File: src/rtl/core/u2cb_pkg.sv
// Shared types, constants and the CRC-16 byte step for the serial-to-CAN bridge.
// No dependencies.
`timescale 1ns / 1ps

package u2cb_pkg;

   localparam logic [7:0]  HDR_START = 8'hC0;
   localparam logic [15:0] CRC_POLY  = 16'hA001;
   localparam logic [15:0] CRC_INIT  = 16'hFFFF;
   localparam int          SRC_W     = 5;
   localparam int          HDR_BYTES = 8;
   localparam int          STG_BYTES = 8;
   localparam int          LEFT_W    = 17;
   localparam int          CNT_W     = 4;
   localparam int          FCNT_W    = 16;
   localparam int          ID_W      = 21;

   typedef logic [7:0] byte_type;

   typedef struct packed {
      logic                  hit;
      logic [SRC_W-1:0]      src;
      logic [15:0]           pid;
      logic [15:0]           len;
   } hdr_info_type;

   // reflected CRC-16, one byte
   function automatic logic [15:0] crc_byte(input logic [15:0] crc, input byte_type b);
      logic [15:0] c;
      c = crc ^ {8'h00, b};
      for (int k = 0; k < 8; k++) begin
         if (c[0]) begin
            c = (c >> 1) ^ CRC_POLY;
         end else begin
            c = c >> 1;
         end
      end
      return c;
   endfunction

endpackage

File: src/rtl/core/u2cb_if.sv
// Valid/ready channel interfaces for the bridge: serial byte in, CAN frame out.
// Depends on u2cb_pkg.
`timescale 1ns / 1ps

interface u2cb_req_if;
   import u2cb_pkg::*;
   logic     valid;
   logic     ready;
   byte_type rx_byte;
   modport source (output valid, output rx_byte, input ready);
   modport sink   (input valid, input rx_byte, output ready);
endinterface

interface u2cb_rsp_if;
   import u2cb_pkg::*;
   logic            valid;
   logic            ready;
   logic [ID_W-1:0] frame_id;
   logic [3:0]      frame_len;
   byte_type        byte0;
   byte_type        byte1;
   byte_type        byte2;
   byte_type        byte3;
   byte_type        byte4;
   byte_type        byte5;
   byte_type        byte6;
   byte_type        byte7;
   logic            packet_end;
   modport source (output valid, output frame_id, output frame_len,
                   output byte0, output byte1, output byte2, output byte3,
                   output byte4, output byte5, output byte6, output byte7,
                   output packet_end, input ready);
   modport sink   (input valid, input frame_id, input frame_len,
                   input byte0, input byte1, input byte2, input byte3,
                   input byte4, input byte5, input byte6, input byte7,
                   input packet_end, output ready);
endinterface

File: src/rtl/core/u2cb_hdr_check.sv
// Header window check: start byte and CRC-16 over the first six bytes.
// Depends on u2cb_pkg.
`timescale 1ns / 1ps

module u2cb_hdr_check (
   input  u2cb_pkg::byte_type     window [u2cb_pkg::HDR_BYTES],
   output u2cb_pkg::hdr_info_type info
);
   import u2cb_pkg::*;

   logic [15:0] crc;
   logic [15:0] rx_crc;

   always_comb begin
      crc = CRC_INIT;
      for (int i = 0; i < 6; i++) begin
         crc = crc_byte(crc, window[i]);
      end
   end

   assign rx_crc   = {window[7], window[6]};
   assign info.hit = (window[0] == HDR_START) && (crc == rx_crc);
   assign info.src = window[1][SRC_W-1:0];
   assign info.pid = {window[3], window[2]};
   assign info.len = {window[5], window[4]};

endmodule

File: src/rtl/core/uart_to_can_frame_bridge_core.sv
// Serial-to-CAN framing bridge top level: header hunt, staging buffer, frame output.
// Depends on u2cb_pkg, u2cb_if and u2cb_hdr_check.
// Path: byte beat accepted into the input register, frame beat valid from the result register.
// Throughput: one byte per cycle while the result side takes frames.
// Reset (synchronous, active high) clears window, staging buffer, counters and valids.
`timescale 1ns / 1ps

module uart_to_can_frame_bridge_core (
   input  logic       clock,
   input  logic       reset,
   u2cb_req_if.sink   req_chan,
   u2cb_rsp_if.source rsp_chan
);
   import u2cb_pkg::*;

   typedef enum logic {HUNT, FORWARD} phase_type;

   phase_type          phase_ff,    phase_in;
   byte_type           window_ff    [HDR_BYTES];
   byte_type           window_in    [HDR_BYTES];
   byte_type           stage_ff     [STG_BYTES];
   byte_type           stage_in     [STG_BYTES];
   logic [LEFT_W-1:0]  left_ff,     left_in;
   logic [SRC_W-1:0]   src_ff,      src_in;
   logic [CNT_W-1:0]   cnt_ff,      cnt_in;
   logic [FCNT_W-1:0]  fcnt_ff,     fcnt_in;

   logic               in_valid_ff;
   byte_type           in_byte_ff;

   logic               out_valid_ff;
   logic [ID_W-1:0]    out_id_ff;
   logic [3:0]         out_len_ff;
   byte_type           out_data_ff  [STG_BYTES];
   logic               out_end_ff;

   byte_type           shifted      [HDR_BYTES];
   hdr_info_type       hdr;
   logic               advance;
   logic               emit;
   logic               last;
   logic [CNT_W-1:0]   cnt_inc;
   logic [LEFT_W-1:0]  left_dec;

   assign advance        = in_valid_ff && (!out_valid_ff || rsp_chan.ready);
   assign req_chan.ready = !in_valid_ff || advance;

   always_comb begin
      for (int i = 0; i < HDR_BYTES - 1; i++) begin
         shifted[i] = window_ff[i+1];
      end
      shifted[HDR_BYTES-1] = in_byte_ff;
   end

   u2cb_hdr_check hdr_check_inst (
      .window (shifted),
      .info   (hdr)
   );

   assign cnt_inc  = cnt_ff + 1'b1;
   assign left_dec = left_ff - 1'b1;
   assign last     = (left_dec == '0);

   always_comb begin
      phase_in  = phase_ff;
      window_in = window_ff;
      stage_in  = stage_ff;
      left_in   = left_ff;
      src_in    = src_ff;
      cnt_in    = cnt_ff;
      fcnt_in   = fcnt_ff;
      emit      = 1'b0;
      unique case (phase_ff)
         HUNT: begin
            window_in = shifted;
            if (hdr.hit) begin
               src_in      = hdr.src;
               fcnt_in     = '0;
               stage_in[0] = hdr.pid[7:0];
               stage_in[1] = hdr.pid[15:8];
               stage_in[2] = hdr.len[7:0];
               stage_in[3] = hdr.len[15:8];
               cnt_in      = CNT_W'(4);
               left_in     = LEFT_W'(hdr.len) + LEFT_W'(2);
               phase_in    = FORWARD;
            end
         end
         FORWARD: begin
            stage_in[cnt_ff[2:0]] = in_byte_ff;
            left_in = left_dec;
            emit    = cnt_inc[3] || last;
            cnt_in  = emit ? '0 : cnt_inc;
            if (emit) begin
               fcnt_in = fcnt_ff + 1'b1;
            end
            if (last) begin
               for (int i = 0; i < HDR_BYTES; i++) begin
                  window_in[i] = '0;
               end
               phase_in = HUNT;
            end
         end
         default: begin
            phase_in = HUNT;
         end
      endcase
   end

   always_ff @(posedge clock) begin
      if (reset) begin
         in_valid_ff  <= 1'b0;
         out_valid_ff <= 1'b0;
         phase_ff     <= HUNT;
         left_ff      <= '0;
         src_ff       <= '0;
         cnt_ff       <= '0;
         fcnt_ff      <= '0;
         for (int i = 0; i < HDR_BYTES; i++) begin
            window_ff[i] <= '0;
         end
         for (int i = 0; i < STG_BYTES; i++) begin
            stage_ff[i] <= '0;
         end
      end else begin
         if (req_chan.ready) begin
            in_valid_ff <= req_chan.valid;
         end
         if (advance) begin
            phase_ff  <= phase_in;
            window_ff <= window_in;
            stage_ff  <= stage_in;
            left_ff   <= left_in;
            src_ff    <= src_in;
            cnt_ff    <= cnt_in;
            fcnt_ff   <= fcnt_in;
         end
         if (advance && emit) begin
            out_valid_ff <= 1'b1;
         end else if (rsp_chan.ready) begin
            out_valid_ff <= 1'b0;
         end
      end
   end

   always_ff @(posedge clock) begin
      if (req_chan.ready && req_chan.valid) begin
         in_byte_ff <= req_chan.rx_byte;
      end
      if (advance && emit) begin
         out_id_ff   <= {src_ff, fcnt_ff};
         out_len_ff  <= cnt_inc;
         out_data_ff <= stage_in;
         out_end_ff  <= last;
      end
   end

   assign rsp_chan.valid      = out_valid_ff;
   assign rsp_chan.frame_id   = out_id_ff;
   assign rsp_chan.frame_len  = out_len_ff;
   assign rsp_chan.byte0      = out_data_ff[0];
   assign rsp_chan.byte1      = out_data_ff[1];
   assign rsp_chan.byte2      = out_data_ff[2];
   assign rsp_chan.byte3      = out_data_ff[3];
   assign rsp_chan.byte4      = out_data_ff[4];
   assign rsp_chan.byte5      = out_data_ff[5];
   assign rsp_chan.byte6      = out_data_ff[6];
   assign rsp_chan.byte7      = out_data_ff[7];
   assign rsp_chan.packet_end = out_end_ff;

endmodule

File: src/flat_wrapper.sv
// flat-port wrapper written by rule: the top's interface ports become plain ports
module uart_to_can_frame_bridge_core_flat import u2cb_pkg::*;
  (clock, reset, req_chan_valid, req_chan_rx_byte, req_chan_ready, rsp_chan_valid, rsp_chan_frame_id, rsp_chan_frame_len, rsp_chan_byte0, rsp_chan_byte1, rsp_chan_byte2, rsp_chan_byte3, rsp_chan_byte4, rsp_chan_byte5, rsp_chan_byte6, rsp_chan_byte7, rsp_chan_packet_end, rsp_chan_ready);
  u2cb_req_if req_chan_i ();
  u2cb_rsp_if rsp_chan_i ();
  input  logic clock;
  input  logic reset;
  input wire logic [$bits(req_chan_i.valid)-1:0] req_chan_valid;
  input wire logic [$bits(req_chan_i.rx_byte)-1:0] req_chan_rx_byte;
  output wire logic [$bits(req_chan_i.ready)-1:0] req_chan_ready;
  output wire logic [$bits(rsp_chan_i.valid)-1:0] rsp_chan_valid;
  output wire logic [$bits(rsp_chan_i.frame_id)-1:0] rsp_chan_frame_id;
  output wire logic [$bits(rsp_chan_i.frame_len)-1:0] rsp_chan_frame_len;
  output wire logic [$bits(rsp_chan_i.byte0)-1:0] rsp_chan_byte0;
  output wire logic [$bits(rsp_chan_i.byte1)-1:0] rsp_chan_byte1;
  output wire logic [$bits(rsp_chan_i.byte2)-1:0] rsp_chan_byte2;
  output wire logic [$bits(rsp_chan_i.byte3)-1:0] rsp_chan_byte3;
  output wire logic [$bits(rsp_chan_i.byte4)-1:0] rsp_chan_byte4;
  output wire logic [$bits(rsp_chan_i.byte5)-1:0] rsp_chan_byte5;
  output wire logic [$bits(rsp_chan_i.byte6)-1:0] rsp_chan_byte6;
  output wire logic [$bits(rsp_chan_i.byte7)-1:0] rsp_chan_byte7;
  output wire logic [$bits(rsp_chan_i.packet_end)-1:0] rsp_chan_packet_end;
  input wire logic [$bits(rsp_chan_i.ready)-1:0] rsp_chan_ready;
  assign req_chan_i.valid = req_chan_valid;
  assign req_chan_i.rx_byte = req_chan_rx_byte;
  assign req_chan_ready = req_chan_i.ready;
  assign rsp_chan_valid = rsp_chan_i.valid;
  assign rsp_chan_frame_id = rsp_chan_i.frame_id;
  assign rsp_chan_frame_len = rsp_chan_i.frame_len;
  assign rsp_chan_byte0 = rsp_chan_i.byte0;
  assign rsp_chan_byte1 = rsp_chan_i.byte1;
  assign rsp_chan_byte2 = rsp_chan_i.byte2;
  assign rsp_chan_byte3 = rsp_chan_i.byte3;
  assign rsp_chan_byte4 = rsp_chan_i.byte4;
  assign rsp_chan_byte5 = rsp_chan_i.byte5;
  assign rsp_chan_byte6 = rsp_chan_i.byte6;
  assign rsp_chan_byte7 = rsp_chan_i.byte7;
  assign rsp_chan_packet_end = rsp_chan_i.packet_end;
  assign rsp_chan_i.ready = rsp_chan_ready;
  uart_to_can_frame_bridge_core u_core (.clock(clock), .reset(reset), .req_chan(req_chan_i), .rsp_chan(rsp_chan_i));
endmodule
File: config.mk
export PLATFORM = sky130hd
export DESIGN_NAME = uart_to_can_frame_bridge_core_flat
export DESIGN_NICKNAME = d
export VERILOG_FILES = /design/src/rtl/core/u2cb_pkg.sv /design/src/rtl/core/u2cb_if.sv /design/src/rtl/core/u2cb_hdr_check.sv /design/src/rtl/core/uart_to_can_frame_bridge_core.sv /design/src/flat_wrapper.sv
export SDC_FILE = /design/constraint.sdc
export NUM_CORES = 1
export LEC_CHECK = 0
export ABC_AREA = 1
export BUFFER_PORTS_ARGS = -buffer_cell sky130_fd_sc_hd__buf_2
export CORE_MARGIN = 2
export CORE_UTILIZATION = 55
export DETAILED_ROUTE_END_ITERATION = 16
export GPL_TIMING_DRIVEN = 0
export MAX_ROUTING_LAYER = met4
export PLACE_DENSITY = 0.85
export SYNTH_ARGS = -nofsm -noshare
export SYNTH_HDL_FRONTEND = slang
export SYNTH_SLANG_ARGS = --single-unit
File: constraint.sdc
create_clock -name clock -period 4.5 [get_ports clock]
set_input_delay 0.9 -clock clock [delete_from_list [all_inputs] [get_ports clock]]
set_output_delay 0.9 -clock clock [all_outputs]
set_load 0.005 [all_outputs]
# --- Word level (Yosys, flattened, before mapping) ---
# Index checks and enable logic that the tools add are counted.
# Widths: inputs -> output; s select.
word_totals:
  wordCells: 187
  out_inout_bits: 92
  input_bits: 12
  reg_bits: 263
op_classes:
  addsub: 4
  n_eq_ne: 5
  reduce_logical: 16
  bitwise_logic: 56
  muxes: 70
  n_lt_le_gt_ge: 2
ops:
  columns: ["operator", "n"]
  rows:
  - ["$mux 16", 50]
  - ["$not 2->3", 48]
  - ["$pmux 56 s2", 1]
  - ["$xor 16x8->16", 5]
  - ["$bwmux 64", 1]
  - ["$mux 32", 2]
  - ["$pmux 32 s2", 1]
  - ["$mux 56", 1]
  - ["$pmux 17 s2", 1]
  - ["$pmux 16 s2", 1]
  - ["$demux 8 s3", 1]
  - ["$add 16x2->17 const B", 1]
  - ["$logic_not 17->1", 1]
  - ["$mux 17", 1]
  - ["$sub 17x1->17 const B", 1]
  - ["$add 16x1->16 const B", 1]
  - ["$eq 16x16->1", 1]
  - ["$not 8->16", 1]
  - ["$eq 8x8->1 const B", 1]
  - ["$mux 4", 2]
  - ["$mux 8", 1]
  - ["$pmux 4 s2", 1]
  - ["$reduce_and 3->1", 2]
  - ["$logic_and 1x1->1", 5]
  - ["13 further kinds", 22]

# --- Depth between registers and ports, before layout ---
depth:
  depth_word: 106
  ltp_mapped: 39
  mapped_depth_nobuf: 39

# --- By module ---
# A second synthesis with hierarchy kept.
hier_totals:
  hier_cells: 1791
  hier_area_um2: 14023.4
modules_own_cells:
  columns: ["mod", "n_inst", "area_per_inst_um2", "seq_area_each_um2", "cells_per_inst"]
  rows:
  - ["uart_to_can_frame_bridge_core", 1, 11657.4, 6246.0, 1403]
  - ["u2cb_hdr_check", 1, 2366.0, 0.0, 388]

# --- Worst setup path before layout ---
# No wires, ideal clock.
synth_timing:
  path_type: "flip-flop to flip-flop"
  startpoint: "register u_core.left_ff[0]"
  endpoint: "register u_core.out_data_ff, in the netlist u_core.rsp_chan.byte0[0] (enable)"
  setup_time_ns: 0.444
  path_stages_with_launch: 18
  path_slack_ns: -0.472
  arrival_time_ns: 4.528
  period_less_slack_ns: 4.972
  required_time_ns: 4.056
  n_path_buf: 0
  cell_sequence: "dfxtp_1 inv_1 ha_1 nand3_1 nor3_2 inv_1 nor4_1 nand3_1 or2_2 or3_1 nor2_1 xnor2_1 nand4_1 nor2_1 nor2_1 nor2_1 nand2_2 inv_1"
synth_via:
  elab_chain_cells: 5
synth_rtl:
  columns: ["element", "line", "rtl"]
  rows:
  - ["start: declaration", "uart_to_can_frame_bridge_core.sv:23", "logic [LEFT_W-1:0] left_ff, left_in;"]
  - ["start signal: assignment", "uart_to_can_frame_bridge_core.sv:132", "left_ff <= left_in;"]
  - ["$sub 17x1->17", "uart_to_can_frame_bridge_core.sv:61", "assign left_dec = left_ff - 1'b1;"]
  - ["$logic_not 17->1", "uart_to_can_frame_bridge_core.sv:62", "assign last = (left_dec == '0);"]
  - ["net u_core.last", "uart_to_can_frame_bridge_core.sv:41", "logic last;"]
  - ["$logic_or 1x1->1", "uart_to_can_frame_bridge_core.sv:91", "emit = cnt_inc[3] || last;"]
  - ["$mux 1", "uart_to_can_frame_bridge_core.sv:73", "unique case (phase_ff)"]
  - ["$logic_and 1x1->1", "uart_to_can_frame_bridge_core.sv:149", "if (advance && emit) begin"]
  - ["end signal: assignment", "uart_to_can_frame_bridge_core.sv:152", "out_data_ff <= stage_in;"]
  - ["end: declaration", "uart_to_can_frame_bridge_core.sv:34", "byte_type out_data_ff [STG_BYTES];"]
# The timed path passes the listed nets, and every way through them passes these cells.
# A chain may end at the register's enable or synchronous reset.

==> metrics <==
MaxCap Viol Count 0; Post-Layout Cell Count ~2300; GR Util All Layers roughly a third; critical path's slowest cell dfxtp_1; CP max FO 10; Placement Cell Area around 15000 sq um; period utilization 93.2%; Slew Viols, Final 0; root buffer cell clkbuf_16; largest net degree at the start of global routing 44; Hold Fails Final Rpt 0; nets between 2000 and 2500; # IOs ~100; warnings from Yosys 0; Final WS setup 0.305 ns; Register Area roughly 6200 sq um; depth of the CTS H-tree 1; Post-DP HPWL between 30000 and 40000 um; Required @ worst endpoint around 4.8 ns; detailed-route via count approximately 13000; max incr delay on CP approximately 0.37 ns; syn_area_per_cell approximately 7.6 sq um; Netlist cell types 47; DRT Wirelength 41700 um; RSZ-0062 raised after global routing yes; minimum clock period between 4 and 5 ns; worst-margin pin slew ~0.84 ns; Pleak between 0.006 and 0.007 uW; Max VDD drop 0.294 mV; cell count after synthesis approximately 1800; startpoint types flip-flop; status finished, final reports clean; Power Dens Cells roughly 320 nW/um^2; most frequent cells in the layout 418 x nand2_1, 199 x inv_1, 182 x nor2_1; worst skew pair latency around 0.56 ns; setup_tns 0 ns; multi-input logic area 6550 sq um; DR vias/cell between 5 and 6; drt first pass iters 6; antenna violations before repair 0; clock-pin slew on the worst setup and hold paths roughly 0.060 ns; first-pass GRT wire length between 60000 and 70000 um; flops & latches, synth 263; die area about 27000 sq um; Num Clock Sinks approximately 260; antenna diode count 0; Final ANT Viol Nets 0; # fillers ~2200; # hold bufs at CTS 0; Max Fclk roughly 0.24 GHz; pre-CTS WS 0.0905 ns; # DRC 0; syn_nets 1860; GR Overflow Total 0; post-route cell area roughly 16000 sq um; Initial Util between 50% and 60%; Crit path top cell by count nand2_1; worst rel slew slack a little over two fifths; commonest non-fill, non-tap cell in the layout nand2_1; Clock Path Buffers 3; Hold Path Class reg -> reg; clock skew roughly 0.012 ns; GPL Wtd Cong approximately 1; # rows 58; drt wl/cell between 15 and 20 um; Die Y 164 um; CP Cell Sequence inv_1 > ha_1 > inv_1 > nand2_1 > nand2_1 > xor2_1 > xnor2_2 > xor2_1 > xor2_2 > nor2_1 > nor3_1 > nand2_1 > nor2_1 > nand4_1 > nor2_1 > nand2_1 > nor2_2 > nand3_1 > nor2_2 > nand3_4 > buf_6 > buf_8 > nand3_2 > nand3_2; DR iter-0 viols 1544; placed cell count approximately 2300; vias in the first global route roughly 12000; Die Width 164 um; cts bufs inserted 27; TritonCTS clock tree done; IO Port Bufs slightly above 100; CP Capture Type flip-flop; Final setup viols 0; Core Box Area 25100 sq um; share of layout cells above drive strength 1 15.0%; Seq/Total Area, Yosys between 40% and 50%; Mapped Area ~14000 sq um; CP Class reg -> reg; CP arrival about 4.5 ns; Syn-to-layout area delta 14.1%
==> cell type report <==
class	instances	share of cell area [%]
buffer	91	2.77
inverter	224	5.28
timing repair buffer	113	3.86
multi-input combinational	1261	40.9
clock buffer	37	4.71
clock inverter	13	0.790
sequential	263	39.1
tap	330	2.58
==> flip-flops by register name, indices dropped and copies added, names as in the netlist, 5 cells and up <==
register and cells:
u_core.rsp_chan.byte0 8, u_core.in_byte_ff 8, u_core.fcnt_ff 16, u_core.rsp_chan.byte5 8, u_core.rsp_chan.byte3 8, u_core.rsp_chan.byte6 8
u_core.rsp_chan.byte7 8, u_core.src_ff 5, u_core.shifted 56, u_core.rsp_chan.byte1 8, u_core.stage_ff 64, u_core.left_ff 17
u_core.rsp_chan.byte2 8, u_core.rsp_chan.byte4 8, u_core.rsp_chan.frame_id 21
==> metal layers <==
metal | up-vias | GRT usage (%) | routed length (um)
li1 | 6307 | - | -
met3 | 150 | 4.29 | 3900
met1 | 6034 | 40.1 | 16700
met4 | 0 | 13.0 | 1980
met2 | 694 | 51.1 | 19100
met5 | - | - | 0
==> cells by family (layout without fill, tap and decap cells) <==
logic type / after synthesis / in the layout / share of synthesized area [%]
buf+inv: 315 / 478 / 9.07
flops: 263 / 263 / 44.6
simple gates: 903 / 903 / 29.5
xor+xnor: 81 / 81 / 5.64
compound gates: 268 / 268 / 10.5
fa+ha+maj: 9 / 9 / 0.803
==> through the flow <==
stage,hold WS (ns),total power (uW),util [%]
after floorplan,0.409,2830,-
after global placement,0.417,2920,59.5
after detailed placement,0.419,2940,59.7
after CTS,0.433,5140,63.2
after global routing,0.451,5290,63.7
final,0.431,5160,63.7
==> final timing paths <==
path / from / endpoint / slack [ns] / cells after the start
worst max-delay path: u_core.shifted[58] / u_core.rsp_chan.byte2[2] / 0.30 / 24
worst min-delay path: u_core.src_ff[2] / u_core.rsp_chan.frame_id[18] / 0.43 / 0
worst max register to register: u_core.shifted[58] / u_core.rsp_chan.byte2[2] / 0.30 / 24
worst min register to register: u_core.src_ff[2] / u_core.rsp_chan.frame_id[18] / 0.43 / 0
==> critical path: cells and delay by family, from the launching register on <==
kind          cells  cell delay, ns
simple gates     15            1.75
fa+ha+maj         1            0.31
xor+xnor          4            1.00
flops             1            0.37
buf+inv           4            0.49
==> where the power goes <==
part / switching [uW] / internal, uW / leakage, uW
clock: 955 / 1290 / 0.000439
sequential: 48.3 / 2510 / 0.00220
combinational: 250 / 109 / 0.00402
==> cell usage after synthesis, drive strengths merged <==
cell / n / area [sq um]
nor3b: 3 / 22.5
xnor2: 18 / 180
o31ai: 6 / 70.1
nor3: 16 / 85.1
clkbuf: 59 / 221
nand2: 450 / 1780
o311ai: 1 / 8.76
a211oi: 10 / 75.1
or3: 2 / 12.5
a31oi: 1 / 6.26
a21oi: 126 / 664
nand4: 72 / 465
ha: 9 / 113
nand3b: 5 / 37.5
xnor3: 1 / 22.5
clkinv: 3 / 11.3
o211ai: 8 / 60.1
nor2: 186 / 719
xor2: 62 / 588
o21ai: 115 / 576
edfxtp: 98 / 2940
buf: 32 / 209
o21bai: 1 / 7.51
dfxtp: 165 / 3300
nand3: 160 / 953
inv: 221 / 830
or2: 3 / 18.8
nor4: 6 / 37.5
==> what timing repair did <==
action / 4_1_cts / 5_1_grt
buffers inserted: 0 / 9
setup endpoints to repair: 0 / 189
gates resized for setup: 0 / 19
No activity file was read; power rests on OpenSTA's default activity.
